`src/sv/mss_pkg.sv`:
```
package mss_pkg;

  localparam int unsigned UNIT_W = 16;
  localparam int unsigned KIND_W = 2;
  localparam int unsigned REG_SEPS = 4;
  localparam int unsigned CFG_IDX_W = 3;
  localparam int unsigned LEN_FIELD_W = 3;
  localparam int unsigned LENGTHS_W = 12;

  localparam logic [KIND_W-1:0] KIND_UNIT = 2'd0;
  localparam logic [KIND_W-1:0] KIND_VALUE_END = 2'd1;
  localparam logic [KIND_W-1:0] KIND_TEXT_END = 2'd2;

  localparam logic [CFG_IDX_W-1:0] CFG_SEP_A = 3'd0;
  localparam logic [CFG_IDX_W-1:0] CFG_SEP_B = 3'd1;
  localparam logic [CFG_IDX_W-1:0] CFG_SEP_C = 3'd2;
  localparam logic [CFG_IDX_W-1:0] CFG_SEP_D = 3'd3;
  localparam logic [CFG_IDX_W-1:0] CFG_LENGTHS = 3'd4;

  localparam logic [UNIT_W-1:0] DEFAULT_SEP = 16'd59;

  // Selects which result the datapath presents on its outputs.
  localparam logic [1:0] SEL_PENDING = 2'd0;
  localparam logic [1:0] SEL_SPACE = 2'd1;
  localparam logic [1:0] SEL_VEND = 2'd2;
  localparam logic [1:0] SEL_TEND = 2'd3;

  function automatic logic is_space(input logic [UNIT_W-1:0] u);
    return (u >= 16'd9 && u <= 16'd13) || u == 16'd32 || u == 16'h85 || u == 16'hA0;
  endfunction

  // Commands from the controller to the datapath.
  typedef struct packed {
    logic load;       // Latch the accepted transaction into the window.
    logic pop;        // Decide the window head.
    logic flush;      // Emit the next held space.
    logic emit_unit;  // Emit the pending non-space unit.
    logic emit_vend;  // Emit end of value.
    logic emit_tend;  // Emit end of text.
    logic finish;     // Clear per-text state.
    logic [1:0] res_sel;
  } mss_cmd_t;

  typedef struct packed {
    logic fill_full;    // Window holds the maximum number of units.
    logic fill_zero;
    logic head_sep;     // Head starts a separator and is not skipped.
    logic head_take;    // Head is a non-space unit to send.
    logic head_skip;
    logic value_open;
    logic held_more;    // Held spaces remain to flush.
    logic last;         // Latched text end flag.
  } mss_stat_t;

endpackage

```
`src/sv/mss_datapath.sv`:
```
module mss_datapath #(
  parameter int unsigned SEPARATOR_COUNT = 4,
  parameter int unsigned MAX_SEPARATOR_UNITS = 4,
  parameter int unsigned SPACE_HOLD_DEPTH = 16
) (
  input  logic clk,
  input  logic rst,
  input  logic cfg_valid,
  input  logic [mss_pkg::CFG_IDX_W-1:0] cfg_index,
  input  logic [63:0] cfg_data,
  input  logic [mss_pkg::UNIT_W-1:0] code_unit,
  input  logic text_end,
  input  mss_pkg::mss_cmd_t cmd,
  output mss_pkg::mss_stat_t stat,
  output logic [mss_pkg::UNIT_W-1:0] res_unit,
  output logic [mss_pkg::KIND_W-1:0] res_kind,
  output logic res_ovf
);

  localparam int unsigned MSU = MAX_SEPARATOR_UNITS;
  localparam int unsigned FILL_W = $clog2(MSU + 1);
  localparam int unsigned WIN_IDX_W = (MSU > 1) ? $clog2(MSU) : 1;
  localparam int unsigned HOLD_IDX_W = (SPACE_HOLD_DEPTH > 1) ? $clog2(SPACE_HOLD_DEPTH) : 1;
  localparam int unsigned HOLD_CNT_W = $clog2(SPACE_HOLD_DEPTH + 1);
  localparam int unsigned NSEP = (SEPARATOR_COUNT < mss_pkg::REG_SEPS) ?
                                 SEPARATOR_COUNT : mss_pkg::REG_SEPS;

  logic [63:0] sep_regs [mss_pkg::REG_SEPS];
  logic [mss_pkg::LENGTHS_W-1:0] sep_lengths;

  logic [mss_pkg::UNIT_W-1:0] window [MSU];
  logic [FILL_W-1:0] fill;
  logic [1:0] skip;
  logic [mss_pkg::UNIT_W-1:0] held [SPACE_HOLD_DEPTH];
  logic [HOLD_CNT_W-1:0] held_count;
  logic [HOLD_CNT_W-1:0] flush_idx;
  logic value_open;
  logic overflow_seen;
  logic last;
  logic [mss_pkg::UNIT_W-1:0] pending;

  logic [2:0] best;
  logic any_sep;
  logic [2:0] lens [NSEP];
  logic [2:0] raw_len;
  logic match_ok;
  logic [mss_pkg::UNIT_W-1:0] head;

  always_comb begin
    best = '0;
    any_sep = 1'b0;
    raw_len = '0;
    match_ok = 1'b0;
    for (int i = 0; i < NSEP; i++) begin
      raw_len = sep_lengths[i*mss_pkg::LEN_FIELD_W +: mss_pkg::LEN_FIELD_W];
      lens[i] = (raw_len > 3'(MSU)) ? 3'(MSU) : raw_len;
    end
    for (int i = 0; i < NSEP; i++) begin
      if (lens[i] != 3'd0) begin
        any_sep = 1'b1;
        match_ok = ({1'b0, lens[i]} <= 4'(fill)) && (lens[i] > best);
        for (int j = 0; j < MSU; j++) begin
          if (3'(j) < lens[i] && window[j] != sep_regs[i][16*j +: 16]) match_ok = 1'b0;
        end
        if (match_ok) best = lens[i];
      end
    end
    if (!any_sep && fill != '0 && window[0] == mss_pkg::DEFAULT_SEP) best = 3'd1;
  end

  assign head = window[0];
  assign stat.fill_full = (fill == FILL_W'(MSU));
  assign stat.fill_zero = (fill == '0);
  assign stat.head_skip = (skip != 2'd0);
  assign stat.head_sep = (skip == 2'd0) && (best != 3'd0);
  assign stat.head_take = (skip == 2'd0) && (best == 3'd0) && !mss_pkg::is_space(head);
  assign stat.value_open = value_open;
  assign stat.held_more = (flush_idx < held_count);
  assign stat.last = last;

  always_comb begin
    res_unit = '0;
    res_kind = mss_pkg::KIND_UNIT;
    res_ovf = 1'b0;
    unique case (cmd.res_sel)
      mss_pkg::SEL_SPACE: begin
        res_unit = held[flush_idx[HOLD_IDX_W-1:0]];
        res_ovf = overflow_seen;
      end
      mss_pkg::SEL_PENDING: begin
        res_unit = pending;
        res_ovf = overflow_seen;
      end
      mss_pkg::SEL_VEND: res_kind = mss_pkg::KIND_VALUE_END;
      mss_pkg::SEL_TEND: res_kind = mss_pkg::KIND_TEXT_END;
      default: ;
    endcase
  end

  always_ff @(posedge clk) begin
    if (rst) begin
      sep_regs[0] <= 64'd59;
      sep_regs[1] <= '0;
      sep_regs[2] <= '0;
      sep_regs[3] <= '0;
      sep_lengths <= 12'd1;
    end else if (cfg_valid) begin
      unique case (cfg_index)
        mss_pkg::CFG_SEP_A: sep_regs[0] <= cfg_data;
        mss_pkg::CFG_SEP_B: sep_regs[1] <= cfg_data;
        mss_pkg::CFG_SEP_C: sep_regs[2] <= cfg_data;
        mss_pkg::CFG_SEP_D: sep_regs[3] <= cfg_data;
        mss_pkg::CFG_LENGTHS: sep_lengths <= cfg_data[mss_pkg::LENGTHS_W-1:0];
        default: ;
      endcase
    end
  end

  always_ff @(posedge clk) begin
    if (cmd.pop && skip == 2'd0 && best == 3'd0 && mss_pkg::is_space(head) && value_open &&
        held_count < HOLD_CNT_W'(SPACE_HOLD_DEPTH)) begin
      held[held_count[HOLD_IDX_W-1:0]] <= head;
    end
    if (cmd.pop) pending <= head;
  end

  always_ff @(posedge clk) begin
    if (rst) begin
      for (int i = 0; i < MSU; i++) window[i] <= '0;
      fill <= '0;
      skip <= '0;
      held_count <= '0;
      flush_idx <= '0;
      value_open <= 1'b0;
      overflow_seen <= 1'b0;
      last <= 1'b0;
    end else begin
      if (cmd.load) begin
        if (fill < FILL_W'(MSU)) begin
          window[fill[WIN_IDX_W-1:0]] <= code_unit;
          fill <= fill + 1'b1;
        end
        last <= text_end;
      end
      if (cmd.pop) begin
        for (int i = 1; i < MSU; i++) window[i-1] <= window[i];
        window[MSU-1] <= '0;
        fill <= fill - 1'b1;
        if (skip != 2'd0) begin
          skip <= skip - 2'd1;
        end else if (best != 3'd0) begin
          skip <= 2'(best - 3'd1);
        end else if (mss_pkg::is_space(head)) begin
          if (value_open) begin
            if (held_count < HOLD_CNT_W'(SPACE_HOLD_DEPTH)) held_count <= held_count + 1'b1;
            else overflow_seen <= 1'b1;
          end
        end
        flush_idx <= '0;
      end
      if (cmd.flush) flush_idx <= flush_idx + 1'b1;
      if (cmd.emit_unit) begin
        held_count <= '0;
        flush_idx <= '0;
        overflow_seen <= 1'b0;
        value_open <= 1'b1;
      end
      if (cmd.emit_vend) begin
        held_count <= '0;
        overflow_seen <= 1'b0;
        value_open <= 1'b0;
      end
      if (cmd.finish) begin
        for (int i = 0; i < MSU; i++) window[i] <= '0;
        fill <= '0;
        skip <= '0;
        held_count <= '0;
        flush_idx <= '0;
        value_open <= 1'b0;
        overflow_seen <= 1'b0;
        last <= 1'b0;
      end
    end
  end

endmodule

```
`src/sv/mss_ctrl.sv`:
```
module mss_ctrl (
  input  logic clk,
  input  logic rst,
  input  logic in_valid,
  output logic in_ready,
  output logic out_valid,
  input  logic out_ready,
  output logic res_last,
  input  mss_pkg::mss_stat_t stat,
  output mss_pkg::mss_cmd_t cmd
);

  localparam logic [2:0] S_IDLE = 3'd0;
  localparam logic [2:0] S_DECIDE = 3'd1;
  localparam logic [2:0] S_FLUSH = 3'd2;
  localparam logic [2:0] S_UNIT = 3'd3;
  localparam logic [2:0] S_VEND = 3'd4;
  localparam logic [2:0] S_TEND = 3'd5;
  localparam logic [2:0] S_CLOSE = 3'd6;

  logic [2:0] state;
  logic [2:0] state_next;
  logic more_pops;

  // After a head is handled, more heads remain only while draining at text end.
  assign more_pops = stat.last && !stat.fill_zero;

  always_comb begin
    cmd = '0;
    state_next = state;
    in_ready = 1'b0;
    out_valid = 1'b0;
    res_last = 1'b0;
    unique case (state)
      S_IDLE: begin
        in_ready = 1'b1;
        if (in_valid) begin
          cmd.load = 1'b1;
          state_next = S_DECIDE;
        end
      end
      S_DECIDE: begin
        if (stat.last ? stat.fill_zero : !stat.fill_full) begin
          state_next = stat.last ? S_CLOSE : S_IDLE;
        end else begin
          cmd.pop = 1'b1;
          if (stat.head_skip) state_next = S_DECIDE;
          else if (stat.head_sep) state_next = stat.value_open ? S_VEND : S_DECIDE;
          else if (stat.head_take) state_next = S_FLUSH;
          else state_next = S_DECIDE;
          if (!stat.last && !(stat.head_sep && stat.value_open) && !stat.head_take &&
              !stat.head_skip) state_next = S_IDLE;
          if (!stat.last && stat.head_skip) state_next = S_IDLE;
          if (!stat.last && stat.head_sep && !stat.value_open) state_next = S_IDLE;
        end
      end
      S_FLUSH: begin
        if (stat.held_more) begin
          out_valid = 1'b1;
          cmd.res_sel = mss_pkg::SEL_SPACE;
          cmd.flush = out_ready;
        end else begin
          state_next = S_UNIT;
        end
      end
      S_UNIT: begin
        out_valid = 1'b1;
        cmd.res_sel = mss_pkg::SEL_PENDING;
        res_last = !more_pops && !stat.last;
        if (out_ready) begin
          cmd.emit_unit = 1'b1;
          state_next = stat.last ? S_DECIDE : S_IDLE;
        end
      end
      S_VEND: begin
        out_valid = 1'b1;
        cmd.res_sel = mss_pkg::SEL_VEND;
        res_last = !stat.last;
        if (out_ready) begin
          cmd.emit_vend = 1'b1;
          state_next = stat.last ? S_DECIDE : S_IDLE;
        end
      end
      S_CLOSE: begin
        if (stat.value_open) begin
          out_valid = 1'b1;
          cmd.res_sel = mss_pkg::SEL_VEND;
          if (out_ready) cmd.emit_vend = 1'b1;
        end else begin
          state_next = S_TEND;
        end
      end
      S_TEND: begin
        out_valid = 1'b1;
        cmd.res_sel = mss_pkg::SEL_TEND;
        res_last = 1'b1;
        if (out_ready) begin
          cmd.emit_tend = 1'b1;
          cmd.finish = 1'b1;
          state_next = S_IDLE;
        end
      end
      default: state_next = S_IDLE;
    endcase
  end

  always_ff @(posedge clk) begin
    if (rst) state <= S_IDLE;
    else state <= state_next;
  end

endmodule

```
`src/sv/multi_separator_text_splitter.sv`:
```
// Splits UTF-16 text into trimmed values at up to four configured separators,
// longest match first, seen through a lookahead window of MAX_SEPARATOR_UNITS
// code units. One transaction per code unit; results are
// value units, value ends and a final end of text, with run_last on the last
// result of each input transaction. A transaction is loaded in idle; once the
// window is full the head is decided, held spaces are flushed and a released
// non-space unit is sent. A transaction with text_end also drains the rest of the
// window and closes the text. Each result waits while out_ready is low.
// The controller decides one window head at a time.
module multi_separator_text_splitter #(
  parameter int unsigned SEPARATOR_COUNT = 4,
  parameter int unsigned MAX_SEPARATOR_UNITS = 4,
  parameter int unsigned SPACE_HOLD_DEPTH = 16
) (
  input  logic clk,
  input  logic rst,
  input  logic cfg_valid,
  output logic cfg_ready,
  input  logic [mss_pkg::CFG_IDX_W-1:0] cfg_index,
  input  logic [63:0] cfg_data,
  input  logic in_valid,
  output logic in_ready,
  input  logic [mss_pkg::UNIT_W-1:0] code_unit,
  input  logic text_end,
  output logic out_valid,
  input  logic out_ready,
  output logic [mss_pkg::UNIT_W-1:0] out_unit,
  output logic [mss_pkg::KIND_W-1:0] kind,
  output logic space_overflow,
  output logic run_last
);

  mss_pkg::mss_cmd_t cmd;
  mss_pkg::mss_stat_t stat;

  assign cfg_ready = 1'b1;

  mss_ctrl u_ctrl (
    .clk(clk), .rst(rst), .in_valid(in_valid), .in_ready(in_ready),
    .out_valid(out_valid), .out_ready(out_ready), .res_last(run_last),
    .stat(stat), .cmd(cmd)
  );

  mss_datapath #(
    .SEPARATOR_COUNT(SEPARATOR_COUNT),
    .MAX_SEPARATOR_UNITS(MAX_SEPARATOR_UNITS),
    .SPACE_HOLD_DEPTH(SPACE_HOLD_DEPTH)
  ) u_dp (
    .clk(clk), .rst(rst), .cfg_valid(cfg_valid), .cfg_index(cfg_index),
    .cfg_data(cfg_data), .code_unit(code_unit), .text_end(text_end),
    .cmd(cmd), .stat(stat), .res_unit(out_unit), .res_kind(kind),
    .res_ovf(space_overflow)
  );

endmodule

```
`config.mk`:
```
export PLATFORM = sky130hd
export DESIGN_NAME = multi_separator_text_splitter
export DESIGN_NICKNAME = d
export VERILOG_FILES = /design/src/sv/mss_pkg.sv /design/src/sv/mss_datapath.sv /design/src/sv/mss_ctrl.sv /design/src/sv/multi_separator_text_splitter.sv
export SDC_FILE = /design/constraint.sdc
export NUM_CORES = 1
export LEC_CHECK = 0
export BUFFER_PORTS_ARGS = -buffer_cell sky130_fd_sc_hd__buf_4
export CORE_MARGIN = 1.5
export CORE_UTILIZATION = 56
export DETAILED_ROUTE_END_ITERATION = 16
export PLACE_DENSITY_LB_ADDON = 0.1
export SYNTH_ARGS = -nofsm -noshare
export SYNTH_HDL_FRONTEND = slang
export SYNTH_SLANG_ARGS = --single-unit
```
`constraint.sdc`:
```
create_clock -name clk -period 7.2 [get_ports clk]
set_input_delay 0.36 -clock clk [delete_from_list [all_inputs] [get_ports clk]]
set_output_delay 0.36 -clock clk [all_outputs]
set_load 0.005 [all_outputs]
```
==> results.yml <==
route:
  wl_per_cell_um: 25.7
  vias: 17445
  dr.pass1.iters: 5
  route.detailed.drc: 0
  drt_wl_total_um: 74900
  ant_nets: 0
  drt_iter0_markers: 1364
  via_per_inst: 5.98
timing:
  finalSetupViolCount: 0
  skew_ns: 0.0227
  finalHoldViolations: 0
  maxSlewViolCount: 0
  worst-slew-pin-transition_ns: 1.14
  period_share: 0.977
  fmax_mhz: 142
  min_period_ns: 7.04
  maxSlewHeadroom: 0.235
cts:
  path_clk_slew_ns: 0.06
  cts_hold_buf: 0
  h-tree-depth: 3
  cts_sinks: 629
  root_buffer: "clkbuf_16"
  cts_buffers: 68
  cts_tree: "yes"
  cts_max_path_buffers: 3
  clk_latency_ns: 0.60
cells_and_area:
  utilization: 0.656
  final_area_um2: 33600
  nets: 2309
  antennaDiodeCount: 0
  num-fill-cells: 3634
  syn2layout_area_growth_pct: 16.0
  drive_gt1_frac: 0.220
worst_setup_path:
  critPathBufInv: 1
  cpMostUsedCell: "a21oi_2"
  max_stage_delay_ns: 0.46
  crit_fanout: 5
  endpoint_kind: "flop"
  worst-setup-path-type: "reg -> reg"
  critPathArrivalTime_ns: 7.56
  required_ns: 7.72
  slowest_stage: "o32a_4"
  start_kind: "flop"
  cpLargestDelayFamily: "compound AO/OA/AOI/OAI gates"
yosys:
  yosys.area_share.xor_xnor: 0.0780
  ys_warn_count: 0
  synth_fa_ha_area_frac: 0.0141
  synth_edf_count: 592
  synth_top_family_by_area: "simple AND/OR/NAND/NOR gates"
  synth_compound_area_frac: 0.0521
  synth-main-ff-cell: "edfxtp_1"
  ys_types: 89
  syn_nets: 2143
  synth_seq_cells: 629
  yosys.area.top_type: "edfxtp_1"
  synth_common_cells: "edfxtp_1 (592), and2_1 (273), xor2_1 (179)"
  synth_most_common_cell: "edfxtp_1"
  yosys.area_share.simple: 0.127
  synth_cells: 2022
  ys_top_cells_by_area: "edfxtp_1 (61%), mux4_2 (6.2%), and2_1 (5.9%)"
  synthMuxAreaShare: 0.0639
  synth.cell_area_um2: 29000
  yosysSeqAreaShare: 0.639
  synth.avg_cell_area_um2: 14.3
  async_reset_ff_frac: 0
  synth_top_area_share: 0.614
placement:
  routabilityCongestion: 0.976
  placed_area_um2: 31200
  io_buffers: 110
  dp_hpwl_um: 51500
power_and_ir_drop:
  ir_drop_uv: 204
  p_total_mw: 9.07
  leakage_nw: 11.9
  p_per_area_nw_per_um2: 270
floorplanning:
  core-area_um2: 51200
  pin_count: 112
  dieArea_um2: 53100
  initial_core_util: 0.566
  rows: 83
  die_h_um: 230
  die_width_um: 230
status:
  outcome: "complete, no violations"
global_routing:
  antenna_found_initial: 0
  grt_pass1_wl_um: 112000
  grt_usage: 0.288
  grt_max_degree: 65
  grt_pass1_vias: 17651
  grt-ovfl-total: 0
flow_run:
  drv_cap: 0
hold_path:
  hp-class: "in -> reg"
[sequential cells by signal (all words and copies together), names as in the netlist, named ones only]
signal and cells:
u_dp.held 256, u_dp.sep_regs 256, u_dp.window 64, u_dp.pending 16, u_dp.sep_lengths 12, u_dp.flush_idx 5, u_dp.held_count 5, u_ctrl.state 3
u_dp.fill 3, u_dp.skip 2, u_dp.last 1, u_dp.overflow_seen 1, u_dp.value_open 1
[final cells by class]
type	count	area (um^2)	share of cell area
Sequential cell	629	18500	0.551
Inverter	28	105	0.00313
Tap cell	680	851	0.0253
Clock inverter	37	334	0.00994
Clock buffer	82	1840	0.0547
Multi-Input combinational cell	1224	9970	0.297
Timing Repair Buffer	237	1980	0.0590
[metrics by stage]
stage | TNS, ns | setup slack, ns | hold WS (ns) | cells
after floorplan | 0 | 0.0700 | 0.432 | 2022
after global placement | 0 | 0.374 | 0.457 | 2788
after detailed placement | 0 | 0.131 | 0.469 | 2788
after CTS | 0 | 0.0718 | 0.00616 | 2907
after global routing | -13.42 | -0.137 | 0.0349 | 2917
final | 0 | 0.162 | 0.0279 | 2917
[logic make-up (layout without fill, tap and decap cells)]
logic type               Yosys count  in the layout
buffers and inverters            169            384
AO/OA/AOI/OAI                    206            206
flip-flops                       629            629
other                              1              1
AND/OR/NAND/NOR                  642            642
XOR/XNOR                         258            258
adder cells (fa/ha/maj)           32             32
multiplexers                      85             85
[layout by cell type, fill, tap and decap left out, types with 27 or more instances in the layout]
master / synthesis / layout
edfxtp_1: 592 / 592
and2_1: 273 / 273
buf_4: 3 / 220
xor2_1: 179 / 179
nand2_1: 101 / 101
mux4_2: 80 / 80
xnor2_1: 79 / 79
clkbuf_16: 0 / 71
nor4_1: 57 / 50
a22o_1: 48 / 48
nor2_1: 49 / 47
nand4_1: 39 / 39
o21ai_0: 46 / 37
a21oi_1: 35 / 32
dfxtp_1: 37 / 31
inv_1: 28 / 27
ha_1: 31 / 27
[path summary, 6_finish.rpt]
| check | from | depth (start not counted) | slack [ns] | end |
|---|---|---|---|---|
| worst min-delay path | text_end | 3 | 0.03 | u_dp.last |
| worst max register to register | u_dp.sep_lengths[1] | 36 | 0.16 | u_ctrl.state[1] |
| worst min register to register | u_dp.skip[0] | 2 | 0.47 | u_dp.skip[0] |
| worst max-delay path | u_dp.sep_lengths[1] | 36 | 0.16 | u_ctrl.state[1] |
[timing repair]
action | in CTS | in global routing
endpoints found under the setup margin | 0 | 267
resized for setup | 0 | 40
setup buffers | 0 | 10
[routing by layer]
layer  share of wire  wire, um  GRT usage  vias up
li1                -         -          -     7820
met1            0.39     29200      0.363     8803
met2            0.52     38600      0.507      654
met3           0.059      4450     0.0468      168
met4           0.036      2730     0.0968        0
met5               0         0          0        -
[worst min-delay path: cells and delay by family]
kind / cells / cell delay (ns)
and+or+nand+nor: 1 / 0.06
buffers and inverters: 1 / 0.11
AOI/OAI and AO/OA: 1 / 0.05
[where the power goes]
part           internal [mW]  switching [mW]  total, mW
registers               4.30           0.120       4.42
logic                  0.434           0.807       1.24
clock network           2.00            1.41       3.41
total                   6.73            2.34       9.07
(Power assumes the default switching activity.)
